--- src/rtl/core/mean_and_nearest_index_macros.svh ---
// ----------------------------------------------------------------------------
// Assertion macros for the mean and nearest index block
// Immediate-implication and next-cycle-implication checks on clk / arst_n.
// ----------------------------------------------------------------------------
`ifndef MEAN_AND_NEAREST_INDEX_MACROS_SVH
`define MEAN_AND_NEAREST_INDEX_MACROS_SVH

// ante holds -> cons holds in the same cycle
`define MANI_ASSERT_IMP(label, ante, cons) \
	label: assert property (@(posedge clk) disable iff (!arst_n) (ante) |-> (cons)) \
		else $error("mean_and_nearest_index: same-cycle check failed");

// ante holds -> cons holds in the next cycle
`define MANI_ASSERT_NXT(label, ante, cons) \
	label: assert property (@(posedge clk) disable iff (!arst_n) (ante) |=> (cons)) \
		else $error("mean_and_nearest_index: next-cycle check failed");

`endif

--- src/rtl/core/mani_pkg.sv ---
// ----------------------------------------------------------------------------
// mani_pkg
// Shared widths and the flow-control struct between the front and back parts.
// ----------------------------------------------------------------------------
package mani_pkg;

	localparam int SAMPLE_W = 16;
	localparam int FRAC_W   = 8;
	localparam int MEAN_W   = 24;
	localparam int INDEX_W  = 8;
	localparam int DIST_W   = 25;

	typedef struct packed {
		logic queue_empty;
		logic back_busy;
	} flow_t;

endpackage

--- src/rtl/core/mean_and_nearest_index.sv ---
// Samples are taken one per cycle while no run is being evaluated.
// After the beat marked last, a run of N samples is divided in the bit-serial
// divider and then the store is scanned for the nearest sample, then the result
// beat is registered; the store has one read port, which paces the scan.
// New samples stall from the last beat until the scan ends.
// arst_n clears the sum, count, queue, sequencer and result valid; the store is not cleared.
// ----------------------------------------------------------------------------
// mean_and_nearest_index
// Mean of a marked run of samples in Q8 and the index of the sample nearest it.
// ----------------------------------------------------------------------------
`include "mean_and_nearest_index_macros.svh"

module mean_and_nearest_index #(
	parameter int MAX_ITEMS = 256
) (
	input  logic                                 clk,
	input  logic                                 arst_n,
	input  logic                                 sample_valid,
	output logic                                 sample_stall,
	input  logic signed [mani_pkg::SAMPLE_W-1:0] sample_value,
	input  logic                                 last_item,
	output logic                                 result_valid,
	input  logic                                 result_stall,
	output logic signed [mani_pkg::MEAN_W-1:0]   mean_q8,
	output logic        [mani_pkg::INDEX_W-1:0]  nearest_index
);

	localparam int CW = $clog2(MAX_ITEMS + 1);
	localparam int AW = (MAX_ITEMS > 1) ? $clog2(MAX_ITEMS) : 1;
	localparam int SW = mani_pkg::SAMPLE_W + CW;
	localparam int JW = SW + CW;

	mani_pkg::flow_t        flow;
	logic                   wr_en;
	logic [AW-1:0]          wr_addr;
	logic [mani_pkg::SAMPLE_W-1:0] wr_data;
	logic                   push;
	logic signed [SW-1:0]   push_sum;
	logic [CW-1:0]          push_count;
	logic                   pop;
	logic                   busy;
	logic [JW-1:0]          job;
	logic                   q_empty;
	logic                   q_full;

	assign flow.queue_empty = q_empty;
	assign flow.back_busy   = busy;

	mani_front #(
		.MAX_ITEMS (MAX_ITEMS),
		.CW        (CW),
		.AW        (AW),
		.SW        (SW)
	) u_front (
		.clk          (clk),
		.arst_n       (arst_n),
		.sample_valid (sample_valid),
		.sample_stall (sample_stall),
		.sample_value (sample_value),
		.last_item    (last_item),
		.flow         (flow),
		.wr_en        (wr_en),
		.wr_addr      (wr_addr),
		.wr_data      (wr_data),
		.push         (push),
		.push_sum     (push_sum),
		.push_count   (push_count)
	);

	mani_queue #(
		.WIDTH (JW),
		.DEPTH (2)
	) u_queue (
		.clk    (clk),
		.arst_n (arst_n),
		.push   (push),
		.din    ({push_sum, push_count}),
		.pop    (pop),
		.dout   (job),
		.empty  (q_empty),
		.full   (q_full)
	);

	mani_back #(
		.MAX_ITEMS (MAX_ITEMS),
		.CW        (CW),
		.AW        (AW),
		.SW        (SW)
	) u_back (
		.clk           (clk),
		.arst_n        (arst_n),
		.wr_en         (wr_en),
		.wr_addr       (wr_addr),
		.wr_data       (wr_data),
		.job_valid     (!q_empty),
		.job_sum       (job[JW-1:CW]),
		.job_count     (job[CW-1:0]),
		.pop           (pop),
		.busy          (busy),
		.result_valid  (result_valid),
		.result_stall  (result_stall),
		.mean_q8       (mean_q8),
		.nearest_index (nearest_index)
	);

	`MANI_ASSERT_IMP(a_no_write_during_scan, wr_en, !busy)
	`MANI_ASSERT_IMP(a_no_queue_overflow, push, !q_full)
	`MANI_ASSERT_NXT(a_pop_starts_work, pop, busy)
	`MANI_ASSERT_IMP(a_job_count_nonzero, pop, job[CW-1:0] != '0)

endmodule

--- src/rtl/core/mani_front.sv ---
// ----------------------------------------------------------------------------
// mani_front
// Accepts sample beats, writes the store, keeps the running sum and count,
// and hands a finished run to the job queue.
// ----------------------------------------------------------------------------
module mani_front #(
	parameter int MAX_ITEMS = 256,
	parameter int CW        = 9,
	parameter int AW        = 8,
	parameter int SW        = 25
) (
	input  logic                                 clk,
	input  logic                                 arst_n,
	input  logic                                 sample_valid,
	output logic                                 sample_stall,
	input  logic signed [mani_pkg::SAMPLE_W-1:0] sample_value,
	input  logic                                 last_item,
	input  mani_pkg::flow_t                      flow,
	output logic                                 wr_en,
	output logic        [AW-1:0]                 wr_addr,
	output logic        [mani_pkg::SAMPLE_W-1:0] wr_data,
	output logic                                 push,
	output logic signed [SW-1:0]                 push_sum,
	output logic        [CW-1:0]                 push_count
);

	logic signed [SW-1:0] sum_q;
	logic        [CW-1:0] count_q;
	logic                 accept;
	logic                 room;
	logic signed [SW-1:0] addend;
	logic signed [SW-1:0] sum_next;
	logic        [CW-1:0] count_next;

	assign sample_stall = !flow.queue_empty || flow.back_busy;
	assign accept       = sample_valid && !sample_stall;
	assign room         = count_q < CW'(MAX_ITEMS);

	assign addend     = room ? {{(SW-mani_pkg::SAMPLE_W){sample_value[mani_pkg::SAMPLE_W-1]}},
		sample_value} : '0;
	assign sum_next   = sum_q + addend;
	assign count_next = count_q + CW'(room);

	assign wr_en      = accept && room;
	assign wr_addr    = count_q[AW-1:0];
	assign wr_data    = sample_value;
	assign push       = accept && last_item;
	assign push_sum   = sum_next;
	assign push_count = count_next;

	always_ff @(posedge clk or negedge arst_n) begin
		if (!arst_n) begin
			sum_q   <= '0;
			count_q <= '0;
		end else if (accept) begin
			if (last_item) begin
				sum_q   <= '0;
				count_q <= '0;
			end else begin
				sum_q   <= sum_next;
				count_q <= count_next;
			end
		end
	end

endmodule

--- src/rtl/core/mani_queue.sv ---
// ----------------------------------------------------------------------------
// mani_queue
// Short first-in first-out job queue between the front and back parts.
// ----------------------------------------------------------------------------
module mani_queue #(
	parameter int WIDTH = 34,
	parameter int DEPTH = 2
) (
	input  logic             clk,
	input  logic             arst_n,
	input  logic             push,
	input  logic [WIDTH-1:0] din,
	input  logic             pop,
	output logic [WIDTH-1:0] dout,
	output logic             empty,
	output logic             full
);

	localparam int PW = (DEPTH > 1) ? $clog2(DEPTH) : 1;
	localparam int NW = $clog2(DEPTH + 1);

	logic [WIDTH-1:0] slot_q [DEPTH];
	logic [PW-1:0]    wr_ptr_q;
	logic [PW-1:0]    rd_ptr_q;
	logic [NW-1:0]    fill_q;
	logic             do_push;
	logic             do_pop;

	assign empty   = fill_q == '0;
	assign full    = fill_q == NW'(DEPTH);
	assign do_push = push && !full;
	assign do_pop  = pop && !empty;
	assign dout    = slot_q[rd_ptr_q];

	always_ff @(posedge clk) begin
		if (do_push) begin
			slot_q[wr_ptr_q] <= din;
		end
	end

	always_ff @(posedge clk or negedge arst_n) begin
		if (!arst_n) begin
			wr_ptr_q <= '0;
			rd_ptr_q <= '0;
			fill_q   <= '0;
		end else begin
			if (do_push) begin
				wr_ptr_q <= (wr_ptr_q == PW'(DEPTH - 1)) ? '0 : wr_ptr_q + PW'(1);
			end
			if (do_pop) begin
				rd_ptr_q <= (rd_ptr_q == PW'(DEPTH - 1)) ? '0 : rd_ptr_q + PW'(1);
			end
			fill_q <= fill_q + NW'(do_push) - NW'(do_pop);
		end
	end

endmodule

--- src/rtl/core/mani_back.sv ---
// ----------------------------------------------------------------------------
// mani_back
// Holds the sample store, divides sum by count one bit per cycle, scans the
// store for the sample nearest to the mean and registers the result beat.
// ----------------------------------------------------------------------------
module mani_back #(
	parameter int MAX_ITEMS = 256,
	parameter int CW        = 9,
	parameter int AW        = 8,
	parameter int SW        = 25
) (
	input  logic                                 clk,
	input  logic                                 arst_n,
	input  logic                                 wr_en,
	input  logic        [AW-1:0]                 wr_addr,
	input  logic        [mani_pkg::SAMPLE_W-1:0] wr_data,
	input  logic                                 job_valid,
	input  logic signed [SW-1:0]                 job_sum,
	input  logic        [CW-1:0]                 job_count,
	output logic                                 pop,
	output logic                                 busy,
	output logic                                 result_valid,
	input  logic                                 result_stall,
	output logic signed [mani_pkg::MEAN_W-1:0]   mean_q8,
	output logic        [mani_pkg::INDEX_W-1:0]  nearest_index
);

	localparam int DW  = SW + mani_pkg::FRAC_W;
	localparam int STW = $clog2(DW);
	localparam int MW  = mani_pkg::MEAN_W;
	localparam int XW  = mani_pkg::DIST_W + 1;

	localparam logic [1:0] ST_IDLE = 2'd0;
	localparam logic [1:0] ST_DIV  = 2'd1;
	localparam logic [1:0] ST_SCAN = 2'd2;
	localparam logic [1:0] ST_DONE = 2'd3;

	logic [mani_pkg::SAMPLE_W-1:0] mem [MAX_ITEMS];

	logic [1:0]                      state_q;
	logic [DW-1:0]                   dvd_q;
	logic [CW-1:0]                   rem_q;
	logic [CW-1:0]                   divisor_q;
	logic [STW-1:0]                  step_q;
	logic                            neg_q;
	logic signed [MW-1:0]            mean_q;
	logic [CW-1:0]                   addr_q;
	logic                            first_q;
	logic [mani_pkg::DIST_W-1:0]     best_dist_q;
	logic [AW-1:0]                   best_idx_q;
	logic [mani_pkg::SAMPLE_W-1:0]   rd_data_s1;
	logic [AW-1:0]                   rd_idx_s1;
	logic                            rd_vld_s1;
	logic                            result_valid_q;
	logic signed [MW-1:0]            mean_out_q;
	logic [mani_pkg::INDEX_W-1:0]    index_out_q;

	logic signed [DW-1:0]            num;
	logic [DW-1:0]                   num_mag;
	logic [CW:0]                     rem_sh;
	logic [CW:0]                     rem_sub;
	logic                            qbit;
	logic [DW-1:0]                   dvd_next;
	logic [MW-1:0]                   quo;
	logic [MW-1:0]                   quo_neg;
	logic                            issue;
	logic signed [XW-1:0]            scaled;
	logic signed [XW-1:0]            diff;
	logic signed [XW-1:0]            diff_neg;
	logic [mani_pkg::DIST_W-1:0]     cand_dist;
	logic                            take;
	logic                            load_out;

	assign num     = {job_sum, {mani_pkg::FRAC_W{1'b0}}};
	assign num_mag = num[DW-1] ? DW'(-num) : num;

	assign rem_sh   = {rem_q, dvd_q[DW-1]};
	assign rem_sub  = rem_sh - {1'b0, divisor_q};
	assign qbit     = rem_sh >= {1'b0, divisor_q};
	assign dvd_next = {dvd_q[DW-2:0], qbit};
	assign quo      = dvd_next[MW-1:0];
	assign quo_neg  = ~quo + MW'(1);

	assign issue = (state_q == ST_SCAN) && (addr_q < divisor_q);

	assign scaled    = {{(XW-mani_pkg::SAMPLE_W-mani_pkg::FRAC_W){rd_data_s1[mani_pkg::SAMPLE_W-1]}},
		rd_data_s1, {mani_pkg::FRAC_W{1'b0}}};
	assign diff      = scaled - {{(XW-MW){mean_q[MW-1]}}, mean_q};
	assign diff_neg  = -diff;
	assign cand_dist = diff[XW-1] ? diff_neg[mani_pkg::DIST_W-1:0] : diff[mani_pkg::DIST_W-1:0];
	assign take      = rd_vld_s1 && (first_q || (cand_dist < best_dist_q));

	assign pop      = (state_q == ST_IDLE) && job_valid;
	assign busy     = (state_q == ST_DIV) || (state_q == ST_SCAN);
	assign load_out = (state_q == ST_DONE) && (!result_valid_q || !result_stall);

	assign result_valid  = result_valid_q;
	assign mean_q8       = mean_out_q;
	assign nearest_index = index_out_q;

	always_ff @(posedge clk) begin
		if (wr_en) begin
			mem[wr_addr] <= wr_data;
		end
		rd_data_s1 <= mem[addr_q[AW-1:0]];
		rd_idx_s1  <= addr_q[AW-1:0];
	end

	always_ff @(posedge clk) begin
		if (pop) begin
			neg_q     <= job_sum[SW-1];
			dvd_q     <= num_mag;
			divisor_q <= job_count;
			rem_q     <= '0;
			step_q    <= STW'(DW - 1);
		end else if (state_q == ST_DIV) begin
			dvd_q  <= dvd_next;
			rem_q  <= qbit ? rem_sub[CW-1:0] : rem_sh[CW-1:0];
			step_q <= step_q - STW'(1);
			if (step_q == '0) begin
				mean_q <= neg_q ? quo_neg : quo;
			end
		end
		if (take) begin
			best_dist_q <= cand_dist;
			best_idx_q  <= rd_idx_s1;
		end
		if (load_out) begin
			mean_out_q  <= mean_q;
			index_out_q <= mani_pkg::INDEX_W'(best_idx_q);
		end
	end

	always_ff @(posedge clk or negedge arst_n) begin
		if (!arst_n) begin
			state_q        <= ST_IDLE;
			addr_q         <= '0;
			first_q        <= 1'b0;
			rd_vld_s1      <= 1'b0;
			result_valid_q <= 1'b0;
		end else begin
			rd_vld_s1 <= issue;
			if (issue) begin
				addr_q <= addr_q + CW'(1);
			end
			if (take) begin
				first_q <= 1'b0;
			end
			if (load_out) begin
				result_valid_q <= 1'b1;
			end else if (result_valid_q && !result_stall) begin
				result_valid_q <= 1'b0;
			end
			case (state_q)
				ST_IDLE: begin
					if (job_valid) begin
						state_q <= ST_DIV;
					end
				end
				ST_DIV: begin
					if (step_q == '0) begin
						state_q <= ST_SCAN;
						addr_q  <= '0;
						first_q <= 1'b1;
					end
				end
				ST_SCAN: begin
					if (!issue && !rd_vld_s1) begin
						state_q <= ST_DONE;
					end
				end
				ST_DONE: begin
					if (load_out) begin
						state_q <= ST_IDLE;
					end
				end
				default: begin
					state_q <= ST_IDLE;
				end
			endcase
		end
	end

endmodule

--- config.mk ---
export PLATFORM = sky130hd
export DESIGN_NAME = mean_and_nearest_index
export DESIGN_NICKNAME = d
export VERILOG_FILES = /design/src/rtl/core/mani_pkg.sv /design/src/rtl/core/mean_and_nearest_index.sv /design/src/rtl/core/mani_front.sv /design/src/rtl/core/mani_queue.sv /design/src/rtl/core/mani_back.sv
export VERILOG_INCLUDE_DIRS = /design/src /design/src/rtl/core
export SDC_FILE = /design/constraint.sdc
export NUM_CORES = 2
export LEC_CHECK = 0
export BUFFER_PORTS_ARGS = -buffer_cell sky130_fd_sc_hd__buf_2
export CORE_MARGIN = 2
export CORE_UTILIZATION = 56
export DETAILED_ROUTE_END_ITERATION = 10
export GPL_ROUTABILITY_DRIVEN = 0
export PLACE_DENSITY_LB_ADDON = 0.08
export SYNTH_ARGS = -nofsm -noshare
export SYNTH_HDL_FRONTEND = slang
export SYNTH_MEMORY_MAX_BITS = 65536
export SYNTH_SLANG_ARGS = --single-unit
export TNS_END_PERCENT = 30
--- constraint.sdc ---
create_clock -name clk -period 9.2 [get_ports clk]
set_input_delay 2.76 -clock clk [delete_from_list [all_inputs] [get_ports clk]]
set_output_delay 2.76 -clock clk [all_outputs]
set_load 0.03 [all_outputs]
-- After elaboration in Yosys (flattened, before gate mapping)
Memory sizes are Yosys's and may differ from the RTL's. A register that Yosys moved wholly into a read port is not among the register bits.
Cells that the tools add are included.
- multiplexer cells: 28
- $add $sub $neg: 13
- equality and inequality tests: 8
- bitwise gates (word level): 2
- reductions and logical operators: 29
- $lt $le $gt $ge: 4
- operator list (kind ; count):
    two-way mux 33 bit ; 3
    two-way mux 25 bit ; 3
    two-way mux 9 bit ; 5
    negator 33 bit ; 1
    adder 25 bit ; 1
    less-than comparator 25 bit ; 1
    negator 25 bit ; 1
    subtractor 24 x 24 -> 25 bit ; 1
    adder 24 x 1 -> 24 bit (second input constant) ; 1
    two-way mux 24 bit ; 1
    inverter 24 bit ; 1
    logical AND 1 bit ; 11
    two-way mux 1 bit ; 11
    greater-or-equal comparator 10 x 9 -> 1 bit ; 1
    adder 9 x 1 -> 9 bit ; 1
    adder 9 x 1 -> 9 bit (second input constant) ; 1
    less-than comparator 9 bit ; 1
    less-than comparator 9 bit (second input constant) ; 1
    subtractor 9 bit ; 1
    two-way mux 2 bit ; 4
    case mux 2 bit (4 select lines) ; 1
    zero test 1 bit ; 7
    == test 2 bit (second input constant) ; 3
    zero test 6 bit ; 1
    13 further kinds ; 21
- flip-flop bits (word level): 207
- memories: 2
- input bits: 21
- bits in writable memories: 4164
- output and inout bits: 34
- memories (name ; depth ; width ; read ports ; clocked after memory_dff ; wr ports ; line ; source):
    u_back.mem ; 256 ; 16 ; 1 ; 1 ; 1 ; mani_back.sv:38 ; logic [mani_pkg::SAMPLE_W-1:0] mem [MAX_ITEMS];
    u_queue.slot_q ; 2 ; 34 ; 1 ; 0 ; 1 ; mani_queue.sv:22 ; logic [WIDTH-1:0] slot_q [DEPTH];

-- Depth between registers and ports, before layout
- depth after elaboration: 9
- depth in mapped cells: 23
- depth with buffers taken out: 20

-- By module
From an unflattened synthesis, not the netlist that was laid out.
- cell total of the unflattened synthesis: 7582
- area total of the unflattened synthesis: 172386.6 sq um
- by module, submodules not included (module ; instances ; cells each ; area each (sq um)):
    mani_back ; 1 ; 7059 ; 166318.3
    mani_front ; 1 ; 398 ; 3259.4
    mani_queue ; 1 ; 124 ; 2805.2
    mean_and_nearest_index ; 1 ; 1 ; 3.8

-- Worst setup path after synthesis
OpenSTA, ideal clock, no wires.
- kind: register -> register
- from: register u_back.mean_q[0]
- to: register u_back.best_dist_q[0] (netlist name), enable pin
- cell stages (with the launch flop): 24
- arrival: 5974 ps
- slack: 2792 ps
- cells stage by stage: edfxtp_1 > inv_1 > ha_1 > or4b_4 > buf_6 > or4_4 > nand4_1 > a21oi_1 > o21ai_1 > o311a_1 > buf_2 > buf_2 > nor2_1 > xor2_1 > ha_1 > a21o_1 > a21o_1 > a21o_1 > a21o_1 > a21oi_1 > o21ai_0 > a21oi_1 > o21ai_0 > a21oi_1
- cells in the longest elaborated chain, start to end: 6
- RTL lines (element ; line ; source):
    start, declared ; mani_back.sv:46 ; logic signed [MW-1:0] mean_q;
    start signal, assigned ; mani_back.sv:121 ; mean_q <= neg_q ? quo_neg : quo;
    subtractor 24 x 24 -> 25 bit (*) ; mani_back.sv:88 ; assign diff = scaled - {{(XW-MW){mean_q[MW-1]}}, mean_q};
    negator 25 bit ; mani_back.sv:89 ; assign diff_neg = -diff;
    two-way mux 25 bit (*) ; mani_back.sv:90 ; assign cand_dist = diff[XW-1] ? diff_neg[mani_pkg::DIST_W-1:0] : diff[mani_pkg::DIST_W-1:0];
    via u_back.cand_dist (one bit) ; mani_back.sv:70 ; logic [mani_pkg::DIST_W-1:0] cand_dist;
    less-than comparator 25 bit (*) ; mani_back.sv:91 ; assign take = rd_vld_s1 && (first_q || (cand_dist < best_dist_q));
    logical OR 1 bit (*) ; mani_back.sv:91 ;
    logical AND 1 bit (*) ; mani_back.sv:91 ;
    via u_back.take ; mani_back.sv:71 ; logic take;
    end signal, assigned ; mani_back.sv:125 ; best_dist_q <= cand_dist;
    end, declared ; mani_back.sv:49 ; logic [mani_pkg::DIST_W-1:0] best_dist_q;
The timed path passes the listed nets; every way through them passes the cells marked *.
A chain may end at the register's enable or synchronous reset.

-- Final worst setup path
Ends and elaborated chain as after synthesis.

==> metrics.cfg <==
[outcome]
status = complete, no violations

[finish]
num-fill-cells = 20400
drive_gt1_share_pct = 29.6
final_cell_mix = 4296 x edfxtp_1, 1357 x mux4_2, 445 x clkbuf_16
final_cell_area_um2 = 193000
multi_input_area_um2 = 38800
area_growth_syn_to_layout_pct = 12.2
regArea_um2 = 131000
fin_nets = 8075
layout_commonest_cell = edfxtp_1

[sta]
max_freq_mhz = 157
worst_slack_ns = 2.84
finalCritPeriodShare_pct = 69.1
hold_violations = 0
slew_headroom_pct = 13.5
holdWs_ns = 0.396
skew_ns = 0.0494
worstMarginPinSlew_ns = 1.30
tns_ns = 0
drv_slew = 0
setup_viol = 0
layout_min_cycle_time_ns = 6.36
rsz0062_at_grt = no

[synthesis]
synth_cell_types = 86
syn_avg_cell_area_um2 = 22.9
synth_compound_area_share_pct = 1.27
synthCells = 7499
synthAdderAreaFrac_pct = 0.731
syn-num-nets = 7619
synth-simple-area-share_pct = 1.78
synth_top_family_by_area = multiplexers
netlist.area_leader.share_pct = 75.2
async_reset_ff_share_pct = 1.19
synth_top_cell_by_area = edfxtp_1
synth.area.top_cells = edfxtp_1 75%, mux4_2 18%, dfrtp_1 0.76%, nor2_1 0.74%, ha_1 0.71%
ys_ff_latch = 4387
yosysWarnings = 0
synthMuxAreaShare_pct = 18.1
synth_edf_count = 4296
netlist_area_um2 = 172000
yosysSeqAreaShare_pct = 76.4
synth_ff_type = edfxtp_1
synth-xor-area-share_pct = 0.636

[clock_tree]
cts_root_buf = clkbuf_16
postCtsSetupBuffers = 0
cts_buffers = 439
cts-resized-gates = 0
cts_tree = yes
hold_buffers = 0
cts_htree_levels = 5
clock_sinks = 4387
clockBufferDepth = 4
worstSkewPairLatency_ns = 0.96
path_clk_slew_ns = 0.06

[flow_run]
cap_violations = 0

[die]
initial_utilization_pct = 56.2
core_area_um2 = 305000
io_pins = 55
dieWidth_um = 558
placementRows = 203
dieArea_um2 = 311000
die_h_um = 558

[setup_path]
cp-start-kind = flop
end_kind = flop
worstPathRequired_ns = 9.77
worstSetupPathType = flop to flop
crit_arrival_ns = 6.93
crit_path_max_fanout = 33

[detailed_routing]
ant_nets = 0
route.met3.wl_um = 36800
drc = 0
routedWlPerCell_um = 33.9
drt_wl_total_um = 422000
top_layer_used = met5
vias = 80800
drt_iter0_markers = 11700
wirelength_met1_um = 173000
dr.pass1.iters = 6
via_per_inst = 6.50
wl_met2_um = 202000

[global_route]
overflow = 0
grt_first_pass_wirelength_um = 600000
antenna_found_initial = 34
grt_pass1_vias = 79800
grt_start_max_net_pins = 191
grt_use_total_pct = 27.3

[pwr]
pwr-share-comb_pct = 1.0
power_frac_clock_pct = 43.5
p_per_area_nw_per_um2 = 205
p_leak_nw = 59.0
seq_power_share_pct = 55.5
p_switching_w = 0.00780
switching_share_pct = 19.7
vdd_drop_max_uv = 194
p_int_w = 0.0317

[placed_design]
placed_area_um2 = 179000
dp_slack_ns = 2.71
portBuffers = 54
dp_hpwl_um = 249000

[worst_hold_path]
hp-class = flop to flop

kinds of logic (layout without fill, tap and decap cells):
kind of cell               Yosys count  in the layout
xor gates and xnor gates           122            122
DFF                               4387           4387
adders and majority gates           99             99
buffers and inverters              476           1293
other                                0             17
muxes                             1403           1403
and+or+nand+nor                    677            677
AOI/OAI and AO/OA                  335            335
through the flow:
step | power (W) | util (%) | instances
6_report | 0.0395 | 63.1 | 12400
5_1_grt | 0.0405 | 63.0 | 12400
4_1_cts | 0.0397 | 63.0 | 12400
3_5_place_dp | 0.0227 | 58.5 | 11600
3_3_place_gp | 0.0227 | 58.5 | 11600
2_1_floorplan | 0.0224 | - | 7499
critical path, cell delays in order, from the launching register on:
cell	delay [ns]
edfxtp_1	0.50
inv_1	0.15
ha_1	0.41
or4b_4	0.60
or4_4	0.59
nand4_1	0.15
a21oi_1	0.13
o21ai_1	0.20
o311a_1	0.19
buf_4	0.28
nor2_1	0.10
xor2_1	0.22
ha_1	0.29
a21o_1	0.19
a21o_1	0.17
a21o_1	0.17
a21o_1	0.18
a21oi_1	0.15
o21ai_0	0.10
a21oi_1	0.15
o21ai_0	0.17
a21oi_4	0.87
area by class of cell:
| class | instances | share of cell area [%] |
|---|---|---|
| tap | 4100 | 2.66 |
| antenna | 17 | 0.0221 |
| clock inverter | 234 | 1.08 |
| multi-input combinational | 2636 | 20.2 |
| timing repair buffer | 401 | 1.71 |
| inverter | 90 | 0.175 |
| clock buffer | 568 | 6.07 |
| sequential | 4387 | 68.1 |
registers in the layout, summed over array words and instances, names as in the netlist, 9 cells and up:
| register | count |
|---|---|
| u_back.addr_q | 9 |
| u_back.best_dist_q | 25 |
| u_back.divisor_q | 9 |
| u_back.dvd_q | 33 |
| u_back.mean_q | 24 |
| u_back.mean_q8 | 24 |
| u_back.mem | 4096 |
| u_back.rd_data_s1 | 16 |
| u_back.rem_q | 9 |
| u_front.count_q | 9 |
| u_front.sum_q | 25 |
| u_queue.slot_q | 68 |
power by group through the flow:
stage	clock [W]	sequential (W)	combinational, W
final	0.0172	0.0219	0.000395
after global routing	0.0182	0.0219	0.000425
after CTS	0.0174	0.0219	0.000398
after detailed placement	0	0.0223	0.000399
after global placement	0	0.0223	0.000369
after floorplan	0	0.0223	0.0000223
layer usage:
| layer | up-vias | GRT usage [%] |
|---|---|---|
| met5 | - | 0 |
| met4 | 8 | 6.62 |
| met3 | 553 | 4.43 |
| met2 | 3824 | 42.6 |
| met1 | 43700 | 41.3 |
| li1 | 32700 | - |
synthesized netlist by cell type, types with 29 or more instances:
| library cell | n |
|---|---|
| dfrtp_1 | 52 |
| nand2_1 | 148 |
| nor2_1 | 339 |
| o21ai_0 | 71 |
| buf_2 | 91 |
| xor2_1 | 45 |
| mux4_2 | 1357 |
| xnor2_1 | 74 |
| dfxtp_1 | 39 |
| a21oi_1 | 77 |
| inv_1 | 88 |
| clkbuf_1 | 276 |
| a21o_1 | 29 |
| nor2b_1 | 34 |
| mux2i_1 | 35 |
| nand3_1 | 34 |
| ha_1 | 97 |
| edfxtp_1 | 4296 |
final timing paths:
kind / from / to / slack, ns / cells after the start
setup reg to reg: u_back.mean_q[0]$_DFFE_PP_ / u_back.best_dist_q[0]$_DFFE_PP_ / 2.84 / 21
min in group asynchronous: arst_n / u_back.state_q[0]$_DFFE_PN0P_ / 1.96 / 2
hold / removal: u_back.rd_idx_s1[3]$_DFF_P_ / u_back.best_idx_q[3]$_DFFE_PP_ / 0.40 / 0
setup / recovery: u_back.mean_q[0]$_DFFE_PP_ / u_back.best_dist_q[0]$_DFFE_PP_ / 2.84 / 21
max in group asynchronous: arst_n / u_back.addr_q[0]$_DFF_PN0_ / 6.62 / 2
hold reg to reg: u_back.rd_idx_s1[3]$_DFF_P_ / u_back.best_idx_q[3]$_DFFE_PP_ / 0.40 / 0
(Power assumes the default switching activity.)
